## src/rtl/wcm_lane.sv

```systemverilog
// One multiplier lane: sample times coefficient, registered.
// Columns beyond the current edge give zero. Uses no package items.
`default_nettype none

module wcm_lane #(
    parameter int VALUE_BITS = 16
) (
    input  wire logic                          i_clk,
    input  wire logic                          i_en,
    input  wire logic signed [VALUE_BITS-1:0]  i_sample,
    input  wire logic signed [VALUE_BITS-1:0]  i_coef,
    output logic signed [2*VALUE_BITS-1:0]     o_prod
);

    localparam int PROD_W = 2 * VALUE_BITS;

    logic signed [PROD_W-1:0] r_prod;

    always_ff @(posedge i_clk) begin
        if (i_en) begin
            r_prod <= PROD_W'(i_sample) * PROD_W'(i_coef);
        end else begin
            r_prod <= '0;
        end
    end

    assign o_prod = r_prod;

endmodule

`default_nettype wire

```

## config.mk

```make
export PLATFORM = sky130hd
export DESIGN_NAME = wcm_lane
export DESIGN_NICKNAME = d
export VERILOG_FILES = /design/src/rtl/wcm_lane.sv
export SDC_FILE = /design/constraint.sdc
export NUM_CORES = 1
export LEC_CHECK = 0
export BUFFER_PORTS_ARGS = -buffer_cell sky130_fd_sc_hd__buf_2
export CORE_MARGIN = 3
export CORE_UTILIZATION = 44
export DETAILED_ROUTE_END_ITERATION = 16
export PLACE_DENSITY = 0.62
export SLEW_MARGIN = 20
export SYNTH_ARGS = -nofsm -noshare
export SYNTH_HDL_FRONTEND = slang
export SYNTH_SLANG_ARGS = --single-unit
```

## constraint.sdc

```tcl
create_clock -name i_clk -period 10 [get_ports i_clk]
set_clock_uncertainty 0.05 [all_clocks]
set_input_delay 3 -clock i_clk [delete_from_list [all_inputs] [get_ports i_clk]]
set_output_delay 3 -clock i_clk [all_outputs]
set_load 0.01 [all_outputs]
```

-- Word level (Yosys, flattened, before mapping)
Index checks and enable logic that the tools add are counted.
- register bits: 32
- bits in latches: 0
- bits in writable memories: 0
- ROM bits: 0
- input port bits: 34
- output and inout bits: 32
- logic and storage cells: 2
- memories: 0
- add/subtract/negate cells: 0
- $mul: 1
- divide/modulo/power cells: 0
- $lt $le $gt $ge: 0
- equality and inequality tests: 0
- shift operators: 0
- muxes and demuxes: 0
- bitwise logic cells: 0
- reductions and logical operators: 0
- operator list (kind ; count):
    $mul 16x16->32 ; 1

-- Depth between registers and ports, before layout
- depth after elaboration: 1
- depth in mapped cells: 22
- gate-level depth less buffers: 21

-- Worst setup path before layout
No wires, ideal clock.
- path type: input-to-reg
- start point: input i_sample[15]
- end point: register r_prod[28] (netlist: o_prod[28])
- setup time: 0.072 ns
- data arrival time: 8.354 ns
- required time: 9.878 ns
- slack: 1.525 ns
- cell stages on the path: 19
- cell sequence: clkbuf_1 -> nand2_1 -> inv_1 -> fa_1 -> fa_1 -> fa_1 -> fa_1 -> fa_1 -> inv_1 -> fa_1 -> inv_1 -> ha_1 -> a21oi_1 -> inv_1 -> or3_1 -> o21ai_1 -> o21ai_1 -> o31ai_1 -> mux2i_1
- word-level cells in the longest chain between the ends: 1
- RTL lines (what ; line ; text):
    start, declared ; 10 ; input wire logic signed [VALUE_BITS-1:0] i_sample,
    $mul 16x16->32 ; 21 ; r_prod <= PROD_W'(i_sample) * PROD_W'(i_coef);
    end signal, assigned ; 21 ;
    end, declared ; 17 ; logic signed [PROD_W-1:0] r_prod;
No other way between the ends.
A chain may end at the register's enable or synchronous reset.

-- Worst setup path after layout
- start point: input i_coef[1]
- end point: register r_prod[28] (netlist: o_prod[28])
- word-level cells in the longest chain between the ends: 1
- RTL lines (what ; line ; text):
    start, declared ; 11 ; input wire logic signed [VALUE_BITS-1:0] i_coef,
    $mul 16x16->32 ; 21 ;
No other way between the ends.

==> flow_metrics.tcl <==
set metrics [dict create \
    synth_edf_count 0 \
    dp_hpwl_mm 19.6 \
    gp_congestion 0.853 \
    vias_per_cell 4.92 \
    endpoint_kind "register" \
    final_nets 1548 \
    finalMaxSlewViolations 0 \
    firstDrtPassIters 4 \
    hold_path_end "o_prod[0]" \
    yosysSeqAreaShare 0.0602 \
    finalSetupViolCount 0 \
    rsz0062_at_grt "false" \
    post_cts_buffers 0 \
    cp.required_ns 10.16 \
    async_reset_ff_frac 0 \
    syn_nets 1511 \
    htreeDepth 2 \
    gr-max-usage-layer "met2" \
    antenna_found_initial 0 \
    numCtsBuffers 5 \
    min_delay_path_depth 2 \
    drv_cap 0 \
    hold_viol_final 0 \
    vias 7337 \
    cts.path.max_buffers 2 \
    clock.fmax_ghz 0.115 \
    initialDrtViolationCount 341 \
    synth_cell_types 48 \
    fin_crit_ns 8.67 \
    core-area_sq_um 23600 \
    tns_ns 0 \
    cts.sinks 32 \
    synth_seq_cells 32 \
    grt_pass1_vias 7947 \
    crit_arrival_ns 8.82 \
    finalCoreUtilization 0.483 \
    cp-start-kind "input port" \
    path_clk_slew_ns 0.05 \
    io_buffer_count 65 \
    outcome "finished, final reports clean" \
    crit_type "input port to register" \
    grt_pass1_wl_mm 38.5 \
    root_buffer "clkbuf_16" \
    syn2layout_area_growth_pct 7.30 \
    die_area_sq_um 26100 \
    use_met3 0.0182 \
    synth.most_common_cell "inv_1" \
    final_cells 1490 \
    whs_ns 3.15 \
    synth_top_cell_by_area "fa_1" \
    synthCells 1133 \
    synth_top_cell_area_share 0.493 \
    die_h_microns 161 \
    finalCritPeriodShare 0.867 \
    overflow 0 \
    hold_path_class "input port to register" \
    dp.cells 1482 \
    grt_util_all_layers 0.183 \
    initial_core_util 0.450 \
    grt_max_degree 37 \
    path_max_fanout 16 \
    synthTopCellsByCount "287 x inv_1, 262 x fa_1, 144 x and2_1" \
    rows 56 \
    min-delay-start "i_coef[0]" \
    final_layout_size_suffix_gt1_frac 0.0717 \
    ys.flop_type "dfxtp_1" \
    postRouteAntennaNets 0 \
    syn_avg_cell_area_sq_um 9.39 \
    n_fill_cell 2344 \
    relSlewSlack 0.632 \
    post_cts_resized 0 \
    ctsHoldBuffers 0 \
    tritoncts "yes" \
    max_slew.worst_pin.slew_ns 0.552 \
    io_pins 66 \
    wl_per_cell_microns 15.2 \
    diodes 0 \
    die-width_microns 161 \
    ys_warn_count 0 \
    largest_reg_flops 32 \
    wirelength_mm 22.6 \
    drc 0 \
    met1_usage 0.228 \
    grt.met2_usage 0.344 \
    synthesis.area_sq_um 10600 \
    synth.area.top_cells "fa_1 49%, inv_1 10%, ha_1 9.6%, and2_1 8.5%, dfxtp_1 6.0%" \
]
==> kinds of logic (layout without fill, tap and decap cells) <==
family | count (synthesis) | after routing | share of synthesized area
flops | 32 | 32 | 0.0602
buf+inv | 322 | 360 | 0.114
simple gates | 326 | 326 | 0.159
compound gates | 78 | 78 | 0.0515
mux | 3 | 3 | 0.00282
xor+xnor | 28 | 28 | 0.0231
fa+ha+maj | 344 | 344 | 0.590
==> critical path, cell delays in order <==
cell and delay (ns):
buf_2 0.27, nand2_1 0.15, inv_1 0.14, fa_1 0.56
fa_1 0.85, fa_1 0.51, fa_1 0.51, fa_1 0.49
inv_1 0.05, fa_1 0.47, inv_1 0.04, ha_1 0.33
a21oi_1 0.15, inv_1 0.06, or3_1 0.36, o21ai_1 0.22
o21ai_1 0.18, o31ai_1 0.27, mux2i_1 0.21
==> metrics by stage <==
step / setup WS [ns] / instance area, sq um
2_1_floorplan: 1.52 / 10600
3_3_place_gp: 1.16 / 11200
3_5_place_dp: 1.06 / 11200
4_1_cts: 1.33 / 11400
5_1_grt: 0.946 / 11400
6_report: 1.33 / 11400
==> layout make-up <==
class	count	area (sq um)	share of cell area
clock buffers	7	153	0.0134
multi-input cells	779	8780	0.770
inverters	287	1080	0.0944
flip-flops and latches	32	641	0.0561
repair buffers	65	325	0.0285
well taps	319	399	0.0350
clock inverters	1	30.0	0.00263
==> worst max path at each step <==
stage | endpoint | slack [ns] | start | cells past startpoint
global placement | o_prod[28] | 1.16 | i_sample[15] | 19
floorplan | o_prod[28] | 1.52 | i_sample[15] | 19
detailed placement | o_prod[28] | 1.06 | i_sample[15] | 19
finish | o_prod[28] | 1.33 | i_coef[1] | 19
global route | o_prod[28] | 0.95 | i_sample[15] | 19
CTS | o_prod[28] | 1.33 | i_sample[15] | 19
==> cells in the final DEF (no fill, tap or decap), types with 3 or more instances in the layout <==
master / n
o21a_1: 3
nand2_1: 129
xor2_1: 7
a21o_1: 10
fa_1: 262
or3_1: 4
o31ai_1: 3
a21oi_1: 24
inv_1: 287
buf_2: 65
and3_1: 5
and2_1: 144
nor2b_1: 3
o21ai_0: 8
a21boi_1: 3
ha_1: 82
xnor2_1: 21
dfxtp_1: 32
nand4_1: 3
o21ai_1: 5
nor2_1: 18
nand2b_1: 12
clkbuf_16: 5
o211ai_1: 3
mux2i_1: 3
==> per-layer routing <==
| metal | part of all wire | vias up |
|---|---|---|
| met5 | 0 | - |
| li1 | - | 3379 |
| met4 | 0.022 | 0 |
| met2 | 0.55 | 138 |
| met3 | 0.034 | 34 |
| met1 | 0.40 | 3786 |
Power is not shown: default switching activity piles up to over one toggle a cycle in this logic, so the estimate is an artifact.
