### config.mk
export PLATFORM = sky130hd
export DESIGN_NAME = wcm_out_fifo
export DESIGN_NICKNAME = d
export VERILOG_FILES = /design/src/rtl/wcm_pkg.sv /design/src/rtl/wcm_out_fifo.sv
export SDC_FILE = /design/constraint.sdc
export NUM_CORES = 1
export LEC_CHECK = 0
export ABC_AREA = 1
export BUFFER_PORTS_ARGS = -buffer_cell sky130_fd_sc_hd__buf_2
export CORE_UTILIZATION = 30
export CTS_BUF_LIST = sky130_fd_sc_hd__clkbuf_8
export CTS_CLUSTER_SIZE = 30
export DETAILED_ROUTE_END_ITERATION = 10
export PLACE_DENSITY = 0.44
export SLEW_MARGIN = 20
export SYNTH_ARGS = -nofsm -noshare
export SYNTH_HDL_FRONTEND = slang
export SYNTH_SLANG_ARGS = --single-unit
### constraint.sdc
create_clock -name i_clk -period 3.2 [get_ports i_clk]
set_clock_uncertainty 0.1 [all_clocks]
set_input_delay 0.48 -clock i_clk [delete_from_list [all_inputs] [get_ports i_clk]]
set_output_delay 0.48 -clock i_clk [all_outputs]
set_load 0.01 [all_outputs]
### src/rtl/wcm_pkg.sv
// Shared types and constants for the window convolution MAC.
// Holds port field layout, item kinds and the control/result structs.
// No dependencies.
`default_nettype none

package wcm_pkg;

    // Field widths fixed by the stream layout
    localparam int SLOT_W      = 4;
    localparam int ROW_W       = 4;
    localparam int KSIZE_W     = 4;
    localparam int IN_VALUE_W  = 16;
    localparam int IN_LANES    = 9;
    localparam int OUT_SUM_W   = 38;

    // Slave tdata: kernel_slot, row_index, value_0 .. value_8 from bit 0 up
    localparam int SLOT_LSB    = 0;
    localparam int ROW_LSB     = SLOT_LSB + SLOT_W;
    localparam int VALUE_LSB   = ROW_LSB + ROW_W;
    localparam int S_TDATA_W   = VALUE_LSB + IN_LANES * IN_VALUE_W;

    // Master tdata: window_sum, used_slot, zero pad to whole bytes
    localparam int M_USED_W    = OUT_SUM_W + SLOT_W;
    localparam int M_TDATA_W   = ((M_USED_W + 7) / 8) * 8;
    localparam int M_PAD_W     = M_TDATA_W - M_USED_W;

    // Lower edge limit and reset value of the kernel size register
    localparam int                  EDGE_MIN    = 3;
    localparam logic [KSIZE_W-1:0]  KSIZE_RESET = 4'd3;

    // Result queue
    localparam int FIFO_DEPTH  = 8;
    localparam int FIFO_PTR_W  = $clog2(FIFO_DEPTH);
    localparam int FIFO_CNT_W  = FIFO_PTR_W + 1;

    typedef enum logic {
        MODE_LOAD   = 1'b0,
        MODE_WINDOW = 1'b1
    } t_mode;

    typedef struct packed {
        logic              valid;
        logic              last;
        logic [SLOT_W-1:0] slot;
    } t_ctl;

    typedef struct packed {
        logic [SLOT_W-1:0]           slot;
        logic signed [OUT_SUM_W-1:0] sum;
    } t_res;

endpackage

`default_nettype wire

### src/rtl/wcm_out_fifo.sv
// Result queue between the merging stage and the master stream side.
// Depends on wcm_pkg for t_res and the queue depth.
`default_nettype none

module wcm_out_fifo (
    input  wire logic                              i_clk,
    input  wire logic                              i_rst_n,
    input  wire logic                              i_push,
    input  wire wcm_pkg::t_res                     i_res,
    input  wire logic                              i_ready,
    output logic                                   o_valid,
    output wcm_pkg::t_res                          o_res,
    output logic [wcm_pkg::FIFO_CNT_W-1:0]         o_cnt
);

    wcm_pkg::t_res                   r_mem [wcm_pkg::FIFO_DEPTH];
    logic [wcm_pkg::FIFO_PTR_W-1:0]  r_wr;
    logic [wcm_pkg::FIFO_PTR_W-1:0]  r_rd;
    logic [wcm_pkg::FIFO_CNT_W-1:0]  r_cnt;
    logic                            n_pop;

    assign o_valid = (r_cnt != '0);
    assign n_pop   = o_valid && i_ready;
    assign o_res   = r_mem[r_rd];
    assign o_cnt   = r_cnt;

    always_ff @(posedge i_clk) begin
        if (i_push) begin
            r_mem[r_wr] <= i_res;
        end
    end

    always_ff @(posedge i_clk) begin
        if (!i_rst_n) begin
            r_wr  <= '0;
            r_rd  <= '0;
            r_cnt <= '0;
        end else begin
            if (i_push) begin
                r_wr <= r_wr + 1'b1;
            end
            if (n_pop) begin
                r_rd <= r_rd + 1'b1;
            end
            r_cnt <= r_cnt + wcm_pkg::FIFO_CNT_W'(i_push) - wcm_pkg::FIFO_CNT_W'(n_pop);
        end
    end

    a_no_overflow: assert property (@(posedge i_clk) disable iff (!i_rst_n)
        !(i_push && !n_pop && (r_cnt == wcm_pkg::FIFO_CNT_W'(wcm_pkg::FIFO_DEPTH))))
        else $error("result queue overflow");

endmodule

`default_nettype wire

# Word level (Yosys, flattened, before mapping)

Memories as Yosys holds them, arrays and structs flattened. A register that Yosys moved wholly into a read port is not among the register bits.
Index checks and enable logic that the tools add are counted.

Register bits: 10
RAM bits: 336
Word-level logic and storage cells: 14
Memories kept: 1

$add $sub $neg: 4
Mux-type cells: 4
Reduce and logical (&&, ||, !) cells: 2

Memory list:

| name  | words | bits a word | read ports | clocked after memory_dff | write ports | line               | RTL |
|---|---|---|---|---|---|---|---|
| r_mem | 8     | 42          | 1          | 1                        | 1           | wcm_out_fifo.sv:16 | `wcm_pkg::t_res r_mem [wcm_pkg::FIFO_DEPTH];` |

Operators by type and width:

| operator                                     | count |
|---|---|
| adder 3 x 1 -> 3 bit (second input constant) | 2 |
| 2-to-1 mux 3 bit                             | 2 |
| adder 4 x 1 -> 4 bit                         | 1 |
| nonzero test 4 bit                           | 1 |
| subtractor 4 x 1 -> 4 bit                    | 1 |
| 2-to-1 mux 1 bit                             | 2 |
| logical AND 1 bit                            | 1 |

# Longest topological paths before layout

Word-level depth: 4
Mapped depth: 11
Depth with buffers taken out: 11

# Worst setup path after synthesis

No wires, ideal clock.

Kind: in2reg
Start: input port i_push
End: memory r_mem[0][0] (netlist bit) (enable)
Library setup time: 441 ps
Data arrival time: 2,617 ps
Required time: 2,659 ps
Path slack: 42 ps
Stages: 3
Buffers on the path: 0
Path through: inv_1 or2_2 nor2_1

Longest elaborated chain between the ends: 2

Ends and longest elaborated chain:

| element                                | line               | RTL |
|---|---|---|
| start: declaration                     | wcm_out_fifo.sv:8  | `input wire logic i_push,` |
| 2-to-1 mux 1 bit                       | wcm_out_fifo.sv:28 | `if (i_push) begin` |
| 2-to-1 mux 1 bit (not written as such) | wcm_out_fifo.sv:29 | `r_mem[r_wr] <= i_res;` |
| end: declaration                       | wcm_out_fifo.sv:16 |  |

No other way between the ends.

==> impl_metrics.ini <==
[power]
finalPower_mw = 11.58
p_sw_mw = 3.697
irDropWorstVdd_v = 0.0004232
switching_share = 0.3193
leakage_nw = 8.244
pwr-share-seq = 0.453
clkPwrFrac = 0.311
combPwrFrac = 0.236
p_per_area_nw_per_um2 = 642.6
internal_power_mw = 7.883

[grt]
met1_usage = 0.1969
grt_max_degree = 169
grt_use_total = 0.1472
met3_usage = 0.03275
antenna_found_initial = 3
grt_pass1_wl_mm = 58.44
grt_pass1_vias = 10010
overflow = 0
grt_busiest_layer = met2
gr-usage-met2 = 0.2389

[synthesis]
synth-seq-cells = 349
synth_top_area_share = 0.6595
syn-num-nets = 1594
synth_cells = 1541
synth_area_leaders = edfxtp_1 66%, nand2_1 14%, inv_1 8.6%
yosys_warnings = 0
async_flop_share = 0
synth_area_um2 = 15300
ys_top_cells_by_count = 561 x nand2_1, 352 x inv_1, 336 x edfxtp_1, 174 x nand3_1, 33 x buf_2
ys_seq_area_frac = 0.6765
synth_flop_cell = edfxtp_1
syn_area_per_cell_um2 = 9.928
synth.largest_area_cell = edfxtp_1
yosysMostFrequentCell = nand2_1
synth_edf_count = 336
synth_cell_types = 18

[detailed_routing]
wl_mm = 37.39
ant_nets = 0
wl_per_cell_um = 15.49
drt_iter0_drc = 612
vias = 10022
drc = 0
drt_pass1_iterations = 5
viasPerCell = 4.152

[placement]
place_congestion = 0.7073
io_buffer_count = 92
dpl.cell_count = 2262
dp_hpwl_mm = 18.81

[hold_path]
hold_class = input port to register
hold_start = i_res[16]

[worst_setup_path]
crit_required_ns = 2.62
timing.rr.start = o_cnt[2]
slowest_stage = buf_12
crit_chain = buf_12 -> nand2_1 -> nand3_1 -> nand2_1 -> nand2_1 -> nand2_1 -> buf_2
cp-start-kind = register
cp_max_fo = 168
crit_top_cell = nand2_1
crit_type = register to primary output
cp.arrival_ns = 2.33
slowest_delay_ns = 0.60
endpoint_kind = primary output

[timing]
tns_ns = 0
finalHoldViolations = 0
fmax_mhz = 343.2
relSlewSlack = 0.4420
min_period_over_period = 0.9105
setup_viol = 0
slew_violations = 0
finalCriticalPeriod_ns = 2.914
tightest_slew_ns = 0.8370
rsz0062_at_grt = false

[clock_network]
htreeDepth = 2
clock-root-buffer = clkbuf_8
cts_made_buffers = 61
cts_tree = done
clockBufferDepth = 3
insertion_delay_ns = 0.63
clk_pin_slew_worst_paths_ns = 0.05
cts.sinks = 349

[die]
dieArea_um2 = 51900
io_pins = 93
initial_core_util = 0.3043
die_y_um = 227.8
core_area_um2 = 50270
row_count = 82
die_width_um = 227.8

[final_layout]
drive_gt1_frac = 0.1144
final_nets = 1749
synthToLayoutAreaGrowth_pct = 17.80
fin_cells = 2414

[run]
cap_violations = 0

[outcome]
status = finished clean
[critical path, delay by kind of cell (launching register included)]
kind          cells  cell delay [ns]
simple gates      5             0.45
buf+inv           2             0.76
flops             1             0.37
[what timing repair did]
| item | in CTS | in global routing |
|---|---|---|
| gates resized for setup | 0 | 0 |
| hold endpoints to repair | 328 | 0 |
| buffers inserted | 0 | 0 |
| hold buffers | 43 | 0 |
[final timing paths]
| kind | endpoint | cells after the start | slack (ns) |
|---|---|---|---|
| max | o_res[30] | 7 | 0.29 |
| min | r_mem[3][16] | 1 | 0.05 |
| max reg2reg | o_cnt[2] | 10 | 0.96 |
| min reg2reg | r_wr[0] | 2 | 0.39 |
[flip-flops by register name, summed over array words and instances (netlist names), named ones only]
| register | flops |
|---|---|
| r_wr | 3 |
| o_cnt | 4 |
| r_rd | 3 |
| r_mem | 336 |
[cells in the final DEF, fill, tap and decap left out, drive strengths merged]
| master | Yosys | routed |
|---|---|---|
| or2 | 2 | 2 |
| a21oi | 8 | 8 |
| fa | 1 | 1 |
| edfxtp | 336 | 336 |
| dlygate4sd3 | 0 | 43 |
| ha | 6 | 6 |
| nand2 | 561 | 561 |
| o21ai | 4 | 4 |
| diode | 0 | 2 |
| clkinv | 1 | 22 |
| dfxtp | 13 | 13 |
| buf | 55 | 114 |
| inv | 353 | 375 |
| clkbuf | 10 | 64 |
| nor2 | 17 | 17 |
| nand3 | 174 | 174 |
[final cells by class]
type | instances | area (um2)
Antenna cell | 2 | 5.005
Clock buffer | 64 | 880.8
Clock inverter | 43 | 167.7
Fill cell | 5140 | 32250
Inverter | 354 | 1333
Multi-Input combinational cell | 773 | 3268
Sequential cell | 349 | 10360
Tap cell | 672 | 840.8
Timing Repair Buffer | 157 | 1169
[power by group through the flow]
stage | clock, mW | combinational, mW | sequential, mW
after detailed placement | 0 | 2.75 | 5.35
after global routing | 3.93 | 3.14 | 5.26
after global placement | 0 | 2.75 | 5.34
final | 3.60 | 2.73 | 5.25
after floorplan | 0 | 1.89 | 5.30
after CTS | 3.76 | 2.81 | 5.25
[metrics by stage]
| stage | cell area [um2] | setup slack (ns) | utilization | hold slack, ns |
|---|---|---|---|---|
| final | 18020 | 0.2865 | 0.3585 | 0.04859 |
| after global routing | 18020 | 0.08728 | 0.3585 | 0.008641 |
| after CTS | 18020 | 0.2157 | 0.3584 | 0.001617 |
| after detailed placement | 16540 | 0.9404 | 0.3290 | 0.3881 |
| after global placement | 16540 | 0.9208 | 0.3290 | 0.3798 |
| after floorplan | 15300 | 0.04183 | - | 0.3645 |
[kinds of logic (layout without fill, tap and decap cells)]
logic type / count (synthesis) / after routing / share of synthesized area
other: 0 / 2 / 0
buffers and inverters: 419 / 618 / 0.1138
adder cells (fa/ha/maj): 7 / 7 / 0.006216
AO/OA/AOI/OAI: 12 / 12 / 0.003926
AND/OR/NAND/NOR: 754 / 754 / 0.1996
flip-flops: 349 / 349 / 0.6765
[per-layer routing]
metal  vias to the layer above  routed length (um)
met5                         -                  13
met4                         2                 741
met2                       197               17450
met3                        70                1750
li1                       5109                   -
met1                      4644               17440
Power figures use the tool's default switching activity.
