**config.mk**
```make
export PLATFORM = sky130hd
export DESIGN_NAME = wcm_merge
export DESIGN_NICKNAME = d
export VERILOG_FILES = /design/src/rtl/wcm_pkg.sv /design/src/rtl/wcm_merge.sv
export SDC_FILE = /design/constraint.sdc
export NUM_CORES = 1
export LEC_CHECK = 0
export ABC_AREA = 0
export BUFFER_PORTS_ARGS = -buffer_cell sky130_fd_sc_hd__buf_4
export CELL_PAD_IN_SITES_DETAIL_PLACEMENT = 2
export CELL_PAD_IN_SITES_GLOBAL_PLACEMENT = 2
export CORE_MARGIN = 4
export CORE_UTILIZATION = 37
export DETAILED_ROUTE_END_ITERATION = 10
export PLACE_DENSITY = 0.95
export SYNTH_ARGS = -nofsm -noshare
export SYNTH_HDL_FRONTEND = slang
export SYNTH_SLANG_ARGS = --single-unit
export TNS_END_PERCENT = 50
```
**constraint.sdc**
```tcl
create_clock -name i_clk -period 8.6 [get_ports i_clk]
set_clock_uncertainty 0.15 [all_clocks]
set_input_delay 1.29 -clock i_clk [delete_from_list [all_inputs] [get_ports i_clk]]
set_output_delay 1.29 -clock i_clk [all_outputs]
set_load 0.03 [all_outputs]
```
**src/rtl/wcm_pkg.sv**
```systemverilog
// Shared types and constants for the window convolution MAC.
// Holds port field layout, item kinds and the control/result structs.
// No dependencies.
`default_nettype none

package wcm_pkg;

    // Field widths fixed by the stream layout
    localparam int SLOT_W      = 4;
    localparam int ROW_W       = 4;
    localparam int KSIZE_W     = 4;
    localparam int IN_VALUE_W  = 16;
    localparam int IN_LANES    = 9;
    localparam int OUT_SUM_W   = 38;

    // Slave tdata: kernel_slot, row_index, value_0 .. value_8 from bit 0 up
    localparam int SLOT_LSB    = 0;
    localparam int ROW_LSB     = SLOT_LSB + SLOT_W;
    localparam int VALUE_LSB   = ROW_LSB + ROW_W;
    localparam int S_TDATA_W   = VALUE_LSB + IN_LANES * IN_VALUE_W;

    // Master tdata: window_sum, used_slot, zero pad to whole bytes
    localparam int M_USED_W    = OUT_SUM_W + SLOT_W;
    localparam int M_TDATA_W   = ((M_USED_W + 7) / 8) * 8;
    localparam int M_PAD_W     = M_TDATA_W - M_USED_W;

    // Lower edge limit and reset value of the kernel size register
    localparam int                  EDGE_MIN    = 3;
    localparam logic [KSIZE_W-1:0]  KSIZE_RESET = 4'd3;

    // Result queue
    localparam int FIFO_DEPTH  = 8;
    localparam int FIFO_PTR_W  = $clog2(FIFO_DEPTH);
    localparam int FIFO_CNT_W  = FIFO_PTR_W + 1;

    typedef enum logic {
        MODE_LOAD   = 1'b0,
        MODE_WINDOW = 1'b1
    } t_mode;

    typedef struct packed {
        logic              valid;
        logic              last;
        logic [SLOT_W-1:0] slot;
    } t_ctl;

    typedef struct packed {
        logic [SLOT_W-1:0]           slot;
        logic signed [OUT_SUM_W-1:0] sum;
    } t_res;

endpackage

`default_nettype wire

```
**src/rtl/wcm_merge.sv**
```systemverilog
// Merging stage: registered adder tree over the lane products, then the
// saturating running sum. Depends on wcm_pkg for t_ctl, t_res and OUT_SUM_W.
`default_nettype none

module wcm_merge #(
    parameter int MAX_EDGE   = 9,
    parameter int VALUE_BITS = 16
) (
    input  wire logic                          i_clk,
    input  wire logic                          i_rst_n,
    input  wire wcm_pkg::t_ctl                 i_ctl,
    input  wire logic signed [2*VALUE_BITS-1:0] i_prod [MAX_EDGE],
    output logic                               o_push,
    output wcm_pkg::t_res                      o_res,
    output logic [1:0]                         o_pend
);

    localparam int PROD_W    = 2 * VALUE_BITS;
    localparam int ROW_SUM_W = PROD_W + $clog2(MAX_EDGE);
    localparam int SUM_W     = 2 * VALUE_BITS - 1 + $clog2(MAX_EDGE * MAX_EDGE + 1);
    localparam int GROUPS    = (MAX_EDGE + 2) / 3;
    localparam longint LIMIT_L = longint'(MAX_EDGE * MAX_EDGE) <<< (2 * VALUE_BITS - 2);
    localparam logic signed [SUM_W:0] LIMIT     = (SUM_W + 1)'(LIMIT_L);
    localparam logic signed [SUM_W:0] NEG_LIMIT = -LIMIT;

    logic signed [ROW_SUM_W-1:0] n_pad [GROUPS*3];
    logic signed [ROW_SUM_W-1:0] n_part [GROUPS];
    logic signed [ROW_SUM_W-1:0] r_part [GROUPS];
    logic signed [ROW_SUM_W-1:0] n_row;
    logic signed [ROW_SUM_W-1:0] r_row;
    logic signed [SUM_W-1:0]     r_acc;
    logic signed [SUM_W:0]       n_total;
    logic signed [SUM_W:0]       n_clamp;
    wcm_pkg::t_ctl               r_ctl3;
    wcm_pkg::t_ctl               r_ctl4;

    // Pad the product row to whole groups of three
    for (genvar i = 0; i < GROUPS * 3; i++) begin : g_pad
        if (i < MAX_EDGE) begin : g_used
            assign n_pad[i] = ROW_SUM_W'(i_prod[i]);
        end else begin : g_zero
            assign n_pad[i] = '0;
        end
    end

    always_comb begin
        for (int g = 0; g < GROUPS; g++) begin
            n_part[g] = n_pad[3*g] + n_pad[3*g+1] + n_pad[3*g+2];
        end
        n_row = '0;
        for (int g = 0; g < GROUPS; g++) begin
            n_row = n_row + r_part[g];
        end
    end

    always_ff @(posedge i_clk) begin
        r_part <= n_part;
        r_row  <= n_row;
    end

    always_ff @(posedge i_clk) begin
        if (!i_rst_n) begin
            r_ctl3 <= '0;
            r_ctl4 <= '0;
        end else begin
            r_ctl3 <= i_ctl;
            r_ctl4 <= r_ctl3;
        end
    end

    // Add the row to the running sum and clamp to the window limit
    always_comb begin
        n_total = (SUM_W + 1)'(r_acc) + (SUM_W + 1)'(r_row);
        if (n_total > LIMIT) begin
            n_clamp = LIMIT;
        end else if (n_total < NEG_LIMIT) begin
            n_clamp = NEG_LIMIT;
        end else begin
            n_clamp = n_total;
        end
    end

    always_ff @(posedge i_clk) begin
        if (!i_rst_n) begin
            r_acc <= '0;
        end else if (r_ctl4.valid) begin
            // drop the sum once the window closes
            r_acc <= r_ctl4.last ? '0 : SUM_W'(n_clamp);
        end
    end

    assign o_push    = r_ctl4.valid && r_ctl4.last;
    assign o_res.sum = wcm_pkg::OUT_SUM_W'(n_clamp);
    assign o_res.slot = r_ctl4.slot;
    assign o_pend    = 2'(r_ctl3.valid && r_ctl3.last) + 2'(r_ctl4.valid && r_ctl4.last);

    a_acc_cleared: assert property (@(posedge i_clk) disable iff (!i_rst_n)
        (r_ctl4.valid && r_ctl4.last) |=> (r_acc == '0))
        else $error("running sum not cleared after window close");

    a_acc_in_limit: assert property (@(posedge i_clk) disable iff (!i_rst_n)
        ((SUM_W + 1)'(r_acc) <= LIMIT) && ((SUM_W + 1)'(r_acc) >= NEG_LIMIT))
        else $error("running sum beyond saturation limit");

endmodule

`default_nettype wire

```
Word level (Yosys, flattened, before mapping)
Index checks and enable logic that the tools add are counted.
Word-level totals
  register bits: 188
  bits in latches: 0
  RAM bits: 0
  bits in read-only memories: 0
  input port bits: 296
  output and inout port bits: 45
  logic and storage cells: 28
  memories: 0
Cells by class
  add/subtract/negate cells: 10
  $mul: 0
  divide/modulo/power cells: 0
  order comparisons: 2
  equal/unequal tests: 0
  shift operators: 0
  multiplexer cells: 3
  bitwise gates (word level): 0
  reductions and logical operators: 2
Operators by type and width (count)
  38-bit 2-to-1 mux: 3
  33-bit by 32-bit adder with 34-bit output: 3
  32-bit by 32-bit adder with 33-bit output: 3
  38-bit by 36-bit adder with 39-bit output: 1
  39-bit by 38-bit greater-than comparator with 1-bit output, second input constant: 1
  39-bit by 38-bit < comparator with 1-bit output, second input constant: 1
  35-bit by 34-bit adder with 36-bit output: 1
  34-bit by 34-bit adder with 35-bit output: 1
  1-bit by 1-bit adder with 2-bit output: 1
  1-bit logical AND: 2

Depth between registers and ports, before layout
  word-level depth: 5
  mapped depth: 18
  mapped depth without buffers: 18

Worst setup path before layout
Ideal clock, no wire load.
  path type: flip-flop to output port
  from: register r_row[0]
  to: output o_res[24] (netlist name)
  data arrival time: 4.255 ns
  data required time: 7.160 ns
  slack: 2.905 ns
  stages on the path, launching flop included: 18
  buffers on the path: 2
  cells stage by stage: dfxtp_1 -> ha_1 -> inv_1 -> fa_1 -> nor2b_1 -> o31a_1 -> o311a_4 -> o21ai_2 -> a21oi_1 -> a221o_1 -> xnor2_2 -> or4b_1 -> o41ai_2 -> a21oi_1 -> o21a_1 -> buf_6 -> clkbuf_1 -> nor3_1
RTL lines
  start, declared: line wcm_merge.sv:30  | logic signed [ROW_SUM_W-1:0] r_row;
  start signal, assigned: line wcm_merge.sv:58  | r_row <= n_row;
  end, declared: line wcm_merge.sv:14  | output wcm_pkg::t_res o_res,

==> impl_results.md <==
- Unrepaired setup endpoints after global routing: no
- Worst slew margin: 0.242
- # DRC: 0
- First-pass GRT wire length: roughly 96,000 um
- CTS clk-pin slew, worst paths: roughly 0.070 ns
- Synth Net Count: 2,255
- Pwr Density: between 400 and 500 nW/um^2
- TritonCTS buffer count: 17
- Post-synth EDFFs: 0
- Mapped Cells: 1,655
- Setup Fix Bufs, Post-CTS: 0
- Initial antenna violation count: 0
- Worst hold start: r_ctl3[1]$_SDFF_PN0_
- Vias in the first global route: 16,864
- Hpwl dp: 51,300 um
- Synth async-reset ratio: 0
- Most common cell in the synthesized netlist: dfxtp_1
- WL/cell: 24.0 um
- Resize count post-CTS: 0
- Syn-to-layout area delta: 23.3%
- Synth Area in Simple Gates: 0.130
- CTS tree: built
- Port buffer count: 340
- Synth Area in Compound Gates: 0.211
- Vias/cell: 5.59
- Worst path cell trace: ha_1, inv_1, fa_1, nor2b_1, o31a_1, o311a_4, a211oi_1, nand2b_1, xnor2_1, nand4_1, or4b_1, o41ai_2, a21oi_1, o21a_2, buf_4, or3_1, buf_4
- Worst slew pin tran: 1.11 ns
- Tmin final: roughly 7 ns
- Crit Path Class: register to output pin
- Multiplexer share of the synthesized area: 0.00253
- Fin. Hold Viols: 0
- Worst hold path class: register to register
- Syn Area/Cell: ~9.6 sq um
- Die area: 46,200 sq um
- Multi-input gate area: 11,600 sq um
- Reg-to-reg slack, setup: 3.25 ns
- F_max: between 100 and 150 MHz
- GR peak layer: met2
- CTS Hold Bufs: 0
- Most used DFF post-synth: dfxtp_1
- Adder-cell share of the synthesized area: 0.305
- Reg2reg start: r_acc[0]$_SDFFE_PN0P_
- Pwr Total: approximately 0.0086 W
- Worst reg2reg endpoint: r_acc[11]$_SDFFE_PN0P_
- Congestion Overflow GR: 0
- Hold worst-path end: o_res[39]$_SDFF_PN0_
- Antenna cells: 0
- Final worst-path cycle share: 0.824
- Worst skew pair latency: 0.45 ns
- Post-synth top cells: dfxtp_1, ha_1, fa_1
- Maximum vdd drop: 239 uV
- Sequential area share after synthesis: 0.237
- #FFs+latches synth: 188
- Cell Rows: 75
- Ports: 341
- Final count of negative-setup-slack endpoints: 0
- Hold WS: 0.288 ns
- Most common cell on crit path: buf_4
- Max-cap viol count: 0
- Area leader, netlist: dfxtp_1
- Synth warnings: 0
- Final GP Congestion: 0.905
- Total GRT Usage: 0.260
- Crit path largest cell delay: 0.60 ns
- Clock buffer depth: 2
- Initial drt markers: 738
- Root Buffer: clkbuf_16
- Die Y: ~210 um
- Setup TNS: 0 ns
- Reg2Reg Depth: 16
- Pin count of the biggest net entering global routing: 44
- Total Wirelength: 60,700 um
- Netlist cell types: 81
- Sequential cell area: 3760 sq um
- Outcome: complete, no violations
- Lkg Pwr: approximately 9 nW
- Layout fillers: 4,489
- Synth top area cells: dfxtp_1, fa_1, ha_1
- Post-Synth XOR/XNOR Area: 0.0800
- Hold Path Depth: 1
- Met1 Use GR: 0.300
- WP data arrival: 5.64 ns
- ANT nets after route: 0
- Starting density of the core: 0.376
- Slew Limit Fails: 0
- H-tree depth: 4
- Combinational family with the most area after synthesis: adder cells
- Layout Nets: 2,578
- Worst path required time: 7.16 ns
- Cell Area, Synth: 15,800 sq um
- GR Layer Usage met3: 0.0295
- Share of cells above drive strength 1: 0.212
- Die Width: 215 um
- Via count: between 10,000 and 15,000
- CP Max Fanout: 43
- Router iterations before antenna repair: 4
- Sink Count: ~190
- CORE AREA: 42,100 sq um
- Slowest cell on the critical path: or4b_1
- Crit end category: output pin
- GR Util met2: 0.499
- Share of the synthesized area in the top cell type: 0.237
- Startpoint Class: register
[metrics by stage]
step                cell area (sq um)   util  std cells  setup WS, ns
floorplan                       15800      -       1655          2.90
global placement                18900  0.450       2498          2.25
detailed placement              18900  0.450       2498          2.11
CTS                             19500  0.464       2530          1.52
global route                    19500  0.464       2530          1.22
finish                          19500  0.464       2530          1.52
[layer usage]
layer / wire (um) / part of all wire / vias up
li1: - / - / 6583
met1: 24200 / 0.40 / 7113
met2: 32700 / 0.54 / 344
met3: 1860 / 0.031 / 104
met4: 1940 / 0.032 / 0
met5: 0 / 0 / -
[placed cells by master (no fill, tap or decap), types with 19 or more instances in the layout]
cell	count
a21o_1	74
o41ai_2	31
fa_1	135
and2_1	19
xor2_1	33
nor3_1	55
dfxtp_1	188
ha_1	169
o21bai_1	20
inv_1	91
o21ai_0	74
nand2_1	94
nor2_1	95
nand3_1	31
buf_4	343
a21oi_1	128
xnor2_1	108
nor2b_1	27
a31oi_1	19
nand2b_1	19
[state kept, by name, indices dropped and copies added (netlist names)]
name	count
r_part	102
o_res	4
r_ctl3	6
r_ctl4	2
r_row	36
r_acc	38
[worst max-delay path by stage]
stage / from / endpoint / slack [ns] / cells after the start
2_1_floorplan: r_row[0]$_DFF_P_ / o_res[24] / 2.90 / 17
3_3_place_gp: r_acc[0]$_SDFFE_PN0P_ / o_res[30] / 2.25 / 17
3_5_place_dp: r_acc[0]$_SDFFE_PN0P_ / o_res[13] / 2.11 / 17
4_1_cts: r_acc[0]$_SDFFE_PN0P_ / o_res[13] / 1.52 / 17
5_1_grt: r_acc[0]$_SDFFE_PN0P_ / o_res[34] / 1.22 / 17
6_report: r_acc[0]$_SDFFE_PN0P_ / o_res[30] / 1.52 / 17
[kinds of logic (layout without fill, tap and decap cells)]
family / count (synthesis) / count (layout)
AOI/OAI and AO/OA: 469 / 469
muxes: 4 / 4
DFF: 188 / 188
buffers and inverters: 131 / 467
xor gates and xnor gates: 143 / 143
and+or+nand+nor: 415 / 415
adders and majority gates: 305 / 305
[critical path: cells and delay by family (launching register included)]
family                   cells  cell delay, ns
AND/OR/NAND/NOR              5            1.60
AO/OA/AOI/OAI                6            1.48
buffers and inverters        3            0.66
adder cells (fa/ha/maj)      2            0.64
XOR/XNOR                     1            0.42
flip-flops                   1            0.36
[power by group]
| group | internal (W) | leakage (nW) | total, W | switching [W] |
|---|---|---|---|---|
| clock network | 0.000420 | 0.287 | 0.000813 | 0.000394 |
| registers | 0.00129 | 1.57 | 0.00150 | 0.000216 |
| logic | 0.00243 | 7.10 | 0.00632 | 0.00389 |
| total | 0.00413 | 8.96 | 0.00863 | 0.00450 |
[cell type report]
| type | count | share of cell area |
|---|---|---|
| multi-input cells | 1336 | 0.592 |
| flip-flops and latches | 188 | 0.193 |
| repair buffers | 344 | 0.133 |
| well taps | 539 | 0.0345 |
| clock buffers | 18 | 0.0225 |
| inverters | 91 | 0.0175 |
| clock inverters | 14 | 0.00832 |
(Power assumes the default switching activity.)
